File: src/hdl/dual_monod_cell_kinetics_core_defines.svh
// ----------------------------------------------------------------------------
// Assertion macros for the dual Monod kinetics core
// Expect clk and rst_n in scope at the point of use.
// ----------------------------------------------------------------------------
`ifndef DUAL_MONOD_CELL_KINETICS_CORE_DEFINES_SVH
`define DUAL_MONOD_CELL_KINETICS_CORE_DEFINES_SVH

// same-cycle implication
`define DMCK_ASSERT_IMP(lbl, cond, prop, msg) \
  lbl: assert property (@(posedge clk) disable iff (!rst_n) (cond) |-> (prop)) \
    else $error(msg);

// next-cycle implication
`define DMCK_ASSERT_NXT(lbl, cond, prop, msg) \
  lbl: assert property (@(posedge clk) disable iff (!rst_n) (cond) |=> (prop)) \
    else $error(msg);

`endif

File: src/hdl/dmck_div_cell.sv
`timescale 1ns / 1ps
// ----------------------------------------------------------------------------
// dmck_div_cell
// One restoring divide step: shifts in a dividend bit, trial subtracts,
// and passes remainder, quotient and side data to the next cell.
// ----------------------------------------------------------------------------
module dmck_div_cell #(
  parameter int DVW = 33,
  parameter int NB  = 25,
  parameter int SW  = 8
) (
  input  logic           clk,
  input  logic           rst_n,
  input  logic           en,
  input  logic           v_in,
  input  logic [DVW-1:0] rem_in,
  input  logic [NB-1:0]  sh_in,
  input  logic [DVW-1:0] dvs_in,
  input  logic [SW-1:0]  side_in,
  output logic           v_out,
  output logic [DVW-1:0] rem_out,
  output logic [NB-1:0]  sh_out,
  output logic [DVW-1:0] dvs_out,
  output logic [SW-1:0]  side_out
);

  logic [DVW:0]   trial;
  logic [DVW:0]   diff;
  logic           take;
  logic           v_r;
  logic [DVW-1:0] rem_r;
  logic [NB-1:0]  sh_r;
  logic [DVW-1:0] dvs_r;
  logic [SW-1:0]  side_r;

  assign trial = {rem_in, sh_in[NB-1]};
  assign take  = trial >= {1'b0, dvs_in};
  assign diff  = trial - {1'b0, dvs_in};

  always_ff @(posedge clk) begin
    if (!rst_n) begin
      v_r <= 1'b0;
    end else if (en) begin
      v_r <= v_in;
    end
  end

  // dividend bits leave at the top, quotient bits enter at the bottom
  always_ff @(posedge clk) begin
    if (en) begin
      rem_r  <= take ? diff[DVW-1:0] : trial[DVW-1:0];
      sh_r   <= {sh_in[NB-2:0], take};
      dvs_r  <= dvs_in;
      side_r <= side_in;
    end
  end

  assign v_out    = v_r;
  assign rem_out  = rem_r;
  assign sh_out   = sh_r;
  assign dvs_out  = dvs_r;
  assign side_out = side_r;

endmodule

File: src/hdl/dmck_divider.sv
`timescale 1ns / 1ps
// ----------------------------------------------------------------------------
// dmck_divider
// Chain of divide cells, one quotient bit per cell, one operand per cycle while en is high.
// ----------------------------------------------------------------------------
module dmck_divider #(
  parameter int NB  = 25,
  parameter int DVW = 33,
  parameter int SW  = 8
) (
  input  logic           clk,
  input  logic           rst_n,
  input  logic           en,
  input  logic           v_in,
  input  logic [DVW-1:0] rem_in,
  input  logic [NB-1:0]  bits_in,
  input  logic [DVW-1:0] dvs_in,
  input  logic [SW-1:0]  side_in,
  output logic           v_out,
  output logic [NB-1:0]  quot_out,
  output logic [SW-1:0]  side_out
);

  logic           v_c    [NB+1];
  logic [DVW-1:0] rem_c  [NB+1];
  logic [NB-1:0]  sh_c   [NB+1];
  logic [DVW-1:0] dvs_c  [NB+1];
  logic [SW-1:0]  side_c [NB+1];

  assign v_c[0]    = v_in;
  assign rem_c[0]  = rem_in;
  assign sh_c[0]   = bits_in;
  assign dvs_c[0]  = dvs_in;
  assign side_c[0] = side_in;

  for (genvar k = 0; k < NB; k++) begin : g_step
    dmck_div_cell #(
      .DVW (DVW),
      .NB  (NB),
      .SW  (SW)
    ) u_step (
      .clk      (clk),
      .rst_n    (rst_n),
      .en       (en),
      .v_in     (v_c[k]),
      .rem_in   (rem_c[k]),
      .sh_in    (sh_c[k]),
      .dvs_in   (dvs_c[k]),
      .side_in  (side_c[k]),
      .v_out    (v_c[k+1]),
      .rem_out  (rem_c[k+1]),
      .sh_out   (sh_c[k+1]),
      .dvs_out  (dvs_c[k+1]),
      .side_out (side_c[k+1])
    );
  end

  assign v_out    = v_c[NB];
  assign quot_out = sh_c[NB];
  assign side_out = side_c[NB];

endmodule

File: config.mk
export PLATFORM = sky130hd
export DESIGN_NAME = dmck_divider
export DESIGN_NICKNAME = d
export VERILOG_FILES = /design/src/hdl/dual_monod_cell_kinetics_core_defines.svh /design/src/hdl/dmck_div_cell.sv /design/src/hdl/dmck_divider.sv
export SDC_FILE = /design/constraint.sdc
export NUM_CORES = 2
export LEC_CHECK = 0
export ABC_CLOCK_PERIOD_IN_PS = 8900
export BUFFER_PORTS_ARGS = -buffer_cell sky130_fd_sc_hd__buf_2
export CAP_MARGIN = 20
export CORE_ASPECT_RATIO = 0.7
export CORE_MARGIN = 4
export CORE_UTILIZATION = 55
export CTS_CLUSTER_SIZE = 25
export DETAILED_ROUTE_END_ITERATION = 16
export PLACE_DENSITY = 0.71
export SLEW_MARGIN = 10
export SYNTH_ARGS = -nofsm -noshare
export SYNTH_HDL_FRONTEND = slang
export SYNTH_SLANG_ARGS = --single-unit
File: constraint.sdc
create_clock -name clk -period 8.9 [get_ports clk]
set_clock_uncertainty 0.1 [all_clocks]
set_input_delay 0.445 -clock clk [delete_from_list [all_inputs] [get_ports clk]]
set_output_delay 0.445 -clock clk [all_outputs]
set_load 0.01 [all_outputs]
Word level (Yosys, flattened, before mapping)
Index checks and enable logic that the tools add are counted.

Add/subtract/negate cells: 24. Order comparisons: 25. Mux-type cells: 24.

Operators by type and width (number): 34-bit by 33-bit >= comparator with 1-bit output (25); 33-bit two-way mux (24); 33-bit subtractor (24).

Output and inout bits: 34. Word-level logic and storage cells: 196. Flip-flop bits (word level): 2434. Input bits: 103.

Longest topological paths before layout
Word-level depth: 2. Gate-level depth with buffers: 17. Depth with buffers taken out: 16.

Cells and area by module
A second synthesis with hierarchy kept.

Cell total of the unflattened synthesis: 11697. Area, all modules: 135262.2 um^2.

Modules (own cells, without submodules): dmck_div_cell at g_step[12].u_step ... (times used 18, seq. area each 2992.9 um^2, cells each 469, area an instance 5398.9 um^2); dmck_div_cell at g_step[0].u_step ... (times used 7, seq. area each 2992.9 um^2, cells each 465, area an instance 5440.2 um^2).

Worst setup path after synthesis
OpenSTA, ideal clock, no wires.

Path type: reg2reg. From: register g_step[2].u_step.sh_r[24]. To: register g_step[3].u_step.rem_r[24] (data pin). Path buffers: 1. Period minus slack after synthesis: 3729 ps. Data required time: 8540 ps. Library setup time: 260 ps. Data arrival time: 3369 ps. Slack: 5171 ps. Cell stages (with the launch flop): 17. Path through: edfxtp_1 inv_1 ha_1 inv_1 fa_1 a21o_1 a21oi_1 o221ai_1 o211ai_1 nand4b_1 and3_1 a211o_1 a21oi_1 nor3_1 nor2_2 buf_4 mux2_2.

Longest elaborated chain between the ends: 2. Elaborated cells between the ends (all ways): 3. Classes of those cells: add/sub (1); order compare (1); mux (1).

Ends and longest elaborated chain: start, declared (line dmck_div_cell.sv:32) `logic [NB-1:0] sh_r;`; start signal, assigned (line dmck_div_cell.sv:52) `sh_r <= {sh_in[NB-2:0], take};`; 33-bit subtractor / 34-bit by 33-bit >= comparator with 1-bit output (equally long branches) (line dmck_div_cell.sv:38, dmck_div_cell.sv:37); 33-bit two-way mux * (line dmck_div_cell.sv:51) `rem_r <= take ? diff[DVW-1:0] : trial[DVW-1:0];`; end signal, assigned (line dmck_div_cell.sv:51); end, declared (line dmck_div_cell.sv:31) `logic [DVW-1:0] rem_r;`.

Mark *: on every way between the ends. The rest lies on a longest branch, timed or not. A chain may end at the register's enable or synchronous reset.

Final worst setup path
From: register g_step[10].u_step.dvs_r[1]. To: register g_step[11].u_step.rem_r[13] (data pin).

Longest elaborated chain between the ends: 2. Elaborated cells between the ends (all ways): 3. Classes of those cells: add/sub (1); order compare (1); mux (1).

Ends and longest elaborated chain: start, declared (line dmck_div_cell.sv:33) `logic [DVW-1:0] dvs_r;`; start signal, assigned (line dmck_div_cell.sv:53) `dvs_r <= dvs_in;`; 33-bit subtractor / 34-bit by 33-bit >= comparator with 1-bit output (equally long branches) (line dmck_div_cell.sv:38, dmck_div_cell.sv:37); 33-bit two-way mux * (line dmck_div_cell.sv:51); end signal, assigned (line dmck_div_cell.sv:51); end, declared (line dmck_div_cell.sv:31).

Marked as above.

==> summary.md <==
| Metric | Value |
|---|---|
| Status | `finished clean` |
| Synth top area share | `57.77%` |
| CP arrival | `5.70 ns` |
| Area delta synth->final | `10.25%` |
| Clock root cell | `clkbuf_16` |
| GRT Total Usage | `24.32%` |
| Most Frequent Cell on Critical Path | `a21oi_1` |
| Area contributors post-synth | `edfxtp_1 (58%), ha_1 (8.2%), a21oi_1 (3.6%), inv_1 (3.2%), xnor2_1 (2.9%)` |
| Sw Ratio | `37.10%` |
| H-tree Lvls | `4` |
| CP Depth | `13` |
| Post-route ant nets | `0` |
| Fmax | `192.9 MHz` |
| Synthesis-stage register bit count | `2434` |
| Vias | `81058` |
| DIE HEIGHT | `407.2 µm` |
| Reg clk slew, reported paths | `0.07 ns` |
| Reg power frac | `36.8%` |
| Starting Density | `55.32%` |
| Post-CTS sizing | `0` |
| Crit path max-delay family | `compound AO/OA/AOI/OAI gates` |
| Largest family of logic cells by synthesized area | `compound AO/OA/AOI/OAI gates` |
| Pleak | `55.56 nW` |
| Fill count | `17773` |
| Total CTS buffers | `234` |
| Worst Hold Depth | `2` |
| CTS tree | `built` |
| IO buf count | `136` |
| Worst setup SP type | `flip-flop` |
| CP endpoint kind | `flip-flop` |
| Largest area contributor in the netlist | `edfxtp_1` |
| First-pass GRT wire length | `450100 µm` |
| Unique masters post-synth | `98` |
| Kind of critical path | `reg -> reg` |
| Cell Rows | `146` |
| Critical Path Max Stage Delay | `0.93 ns` |
| Ys flop type | `edfxtp_1` |
| Hold Vio Cnt, Final | `0` |
| Synth Instances | `10473` |
| Initial drt markers | `8471` |
| Setup TNS | `0 ns` |
| CP cell instances | `inv_1 > fa_1 > a21o_1 > a21oi_1 > o21bai_1 > a21oi_1 > a21oi_1 > a2111oi_0 > o41ai_1 > a21oi_1 > o21a_2 > buf_4 > mux2_2` |
| Pwr Total | `49.53 mW` |
| Total of max-cap violations | `0` |
| FF-to-FF path depth | `13` |
| DRT Pass-1 Iters | `5` |
| Fin crit share | `58.24%` |
| Vias in the first global route | `76454` |
| Post-synthesis mux area share | `2.560%` |
| Die Area | `0.2355 mm²` |
| Clk buf depth | `4` |
| Post-route DRC violation count | `0` |
| Register area share after synthesis | `58.17%` |
| Reg-to-reg slack, setup | `3.72 ns` |
| Number of I/O pins | `137` |
| Largest net degree at the start of global routing | `211` |
| Clock Power Share | `20.4%` |
| Worst-skew pair later-pin latency | `0.92 ns` |
| P_int | `31.15 mW` |
| WL per Instance | `20.93 µm` |
| Worst-path maximum fanout | `35` |
| XOR/XNOR Fraction of Synth Area | `4.812%` |
| Initial antenna violation count | `14` |
| Synth Cell Area | `0.1252 mm²` |
| Critical Path Slowest Stage Cell | `a2111oi_0` |
| Detailed Place HPWL | `216300 µm` |
| Syn Nets | `11425` |
| Final-report max-slew violation count | `0` |
| Min-delay worst type | `in -> reg` |
| Die Width | `578.3 µm` |
| Combinational power share | `42.8%` |
| Final wirelength | `292500 µm` |
| Vias/cell | `5.800` |
| Core Area | `0.2263 mm²` |
| CTS Sinks | `2434` |
| Total grt overflow | `0` |
| Gp weighted congestion | `0.9603` |
| CP Buf/Inv Count | `2` |
| Post-Synth Simple-Gate Area | `8.142%` |
| Synth Area in Compound Gates | `13.68%` |
| Sw power | `18.37 mW` |
| Adder-cell share of the synthesized area | `8.627%` |
| CP required | `9.41 ns` |
| Number of synthesized flops with an enable pin | `2409` |
| Final nets | `11708` |
| Syn Area/Cell | `11.96 µm²` |
| P per Cell Area | `358.7 mW/mm²` |
| FFs w/ async S/R, synth | `0%` |
| Setup Viol. Count Final | `0` |
| RSZ-0062 raised after global routing | `no` |
| Layout cell share with drive strength beyond 1 | `7.924%` |
| YS warnings | `0` |
| Minimum clock period | `5.183 ns` |
| Slew headroom | `18.14%` |
| Slew of the pin with the lowest slew margin | `1.197 ns` |
| Peak supply drop | `193.4 µV` |
==> final timing paths <==
kind,startpoint,endpoint
worst max-delay path,g_step[10].u_step.dvs_out[1]$_DFFE_PP_,g_step[11].u_step.rem_out[13]$_DFFE_PP_
worst min register to register,g_step[9].u_step.sh_out[20]$_DFFE_PP_,g_step[10].u_step.sh_out[21]$_DFFE_PP_
worst min-delay path,bits_in[1],g_step[0].u_step.sh_out[2]$_DFFE_PP_
worst max register to register,g_step[10].u_step.dvs_out[1]$_DFFE_PP_,g_step[11].u_step.rem_out[13]$_DFFE_PP_
==> layout make-up <==
cell class | instances | area, µm² | share of cell area [%]
clock inverter | 144 | 1513 | 1.096
inverter | 1066 | 4001 | 2.898
tap | 3034 | 3796 | 2.750
multi-input combinational | 6731 | 47450 | 34.37
clock buffer | 277 | 6165 | 4.465
timing repair buffer | 289 | 2290 | 1.659
sequential | 2434 | 72840 | 52.76
antenna | 1 | 2.502 | 0.001813
==> synthesized netlist by cell type, types with 15 or more instances <==
cell,instances
and2_1,36
o211ai_1,37
a311oi_1,20
fa_1,24
mux2i_1,42
clkbuf_1,174
nand2b_1,107
nor2_1,552
o21ai_0,669
xnor2_1,414
nor3_1,92
or2_2,29
a31oi_1,78
a41oi_1,16
dfxtp_1,25
o21a_1,87
a21boi_0,23
o21bai_1,107
inv_1,1066
buf_2,44
nor3b_1,23
or3_1,22
a211o_1,19
a21oi_1,911
o21ai_1,28
a211oi_1,55
nand2_1,704
a21o_1,453
xor2_1,274
ha_1,825
mux2_2,210
edfxtp_1,2409
nand4_1,111
a221oi_1,18
a2111oi_0,15
and3_1,76
a31o_2,19
and4_1,20
o2111ai_1,18
nor4_1,29
nor2b_1,142
mux2_4,28
nand3_1,167
o31ai_1,41
==> flip-flops by register name, summed over array words and instances (netlist names) <==
register and cells:
g_step.u_step.side_out 200, g_step.u_step.sh_out 625, g_step.u_step.rem_out 792, g_step.u_step.dvs_out 792, g_step.u_step.v_out 25
==> through the flow <==
stage | std cells | worst slack (ns) | hold WS [ns] | util (%) | cell area [µm²]
after global routing | 13975 | 3.406 | 0.09587 | 60.99 | 138100
after CTS | 13973 | 3.855 | 0.06402 | 60.98 | 138000
after floorplan | 10473 | 5.171 | 0.3003 | - | 125200
final | 13976 | 3.717 | 0.1445 | 61.00 | 138100
after detailed placement | 13448 | 3.912 | 0.3045 | 57.13 | 129300
after global placement | 13447 | 4.021 | 0.3003 | 57.12 | 129300
==> cells by family (layout without fill, tap and decap cells) <==
| logic type | count (synthesis) | count (layout) |
|---|---|---|
| XOR/XNOR | 688 | 688 |
| adder cells (fa/ha/maj) | 849 | 849 |
| AND/OR/NAND/NOR | 2155 | 2155 |
| other | 0 | 1 |
| multiplexers | 280 | 280 |
| flip-flops | 2434 | 2434 |
| buffers and inverters | 1308 | 1776 |
| AO/OA/AOI/OAI | 2759 | 2759 |
==> worst register-to-register path, cell delays in order (launching register included) <==
cell and delay, ns:
edfxtp_1 0.51, inv_1 0.13, fa_1 0.48, a21o_1 0.17, a21oi_1 0.22, o21bai_1 0.10
a21oi_1 0.24, a21oi_1 0.24, a2111oi_0 0.93, o41ai_1 0.20, a21oi_1 0.20, o21a_2 0.57
buf_4 0.42, mux2_2 0.39
==> power by group through the flow <==
stage	Sequential (mW)	Clock (mW)	Combinational, mW
3_5_place_dp	18.4	0	20.7
2_1_floorplan	17.3	0	16.1
3_3_place_gp	18.5	0	20.3
5_1_grt	18.4	10.9	23.5
6_report	18.2	10.1	21.2
4_1_cts	18.3	10.4	20.9
==> placed cells by master, fill, tap and decap left out, types with 25 or more instances in the layout <==
cell	instances
o31ai_1	41
bufinv_16	29
nand3_1	166
o21ai_0	669
a31oi_1	78
or2_2	29
o21a_1	85
dfxtp_1	25
a21oi_1	910
buf_4	33
nor2_1	552
clkinv_1	40
ha_1	825
a21o_1	453
and3_1	76
edfxtp_1	2409
nand2_1	702
buf_2	136
clkbuf_16	240
mux2_4	28
xnor2_1	414
nor4_1	29
clkinv_2	40
o21ai_1	25
a211oi_1	55
nand4_1	111
dlygate4sd3_1	104
and2_1	36
mux2i_1	42
clkbuf_1	35
inv_1	1066
mux2_2	210
o211ai_1	37
nor2b_1	142
nand2b_1	107
o21bai_1	107
nor3_1	92
xor2_1	274
==> routing by layer <==
| layer | vias to the layer above | GRT usage (%) | part of all wire (%) |
|---|---|---|---|
| met4 | 4 | 4.441 | 1.7 |
| met2 | 2613 | 33.88 | 41 |
| met5 | - | 0 | 0.0089 |
| li1 | 39019 | - | - |
| met3 | 333 | 4.112 | 7.8 |
| met1 | 39089 | 39.92 | 50 |
==> repair_timing <==
action	in CTS	in global routing
buffers inserted	0	0
hold buffers	104	0
hold endpoints to repair	177	0
Note: power is estimated with default switching activity, not from simulation.
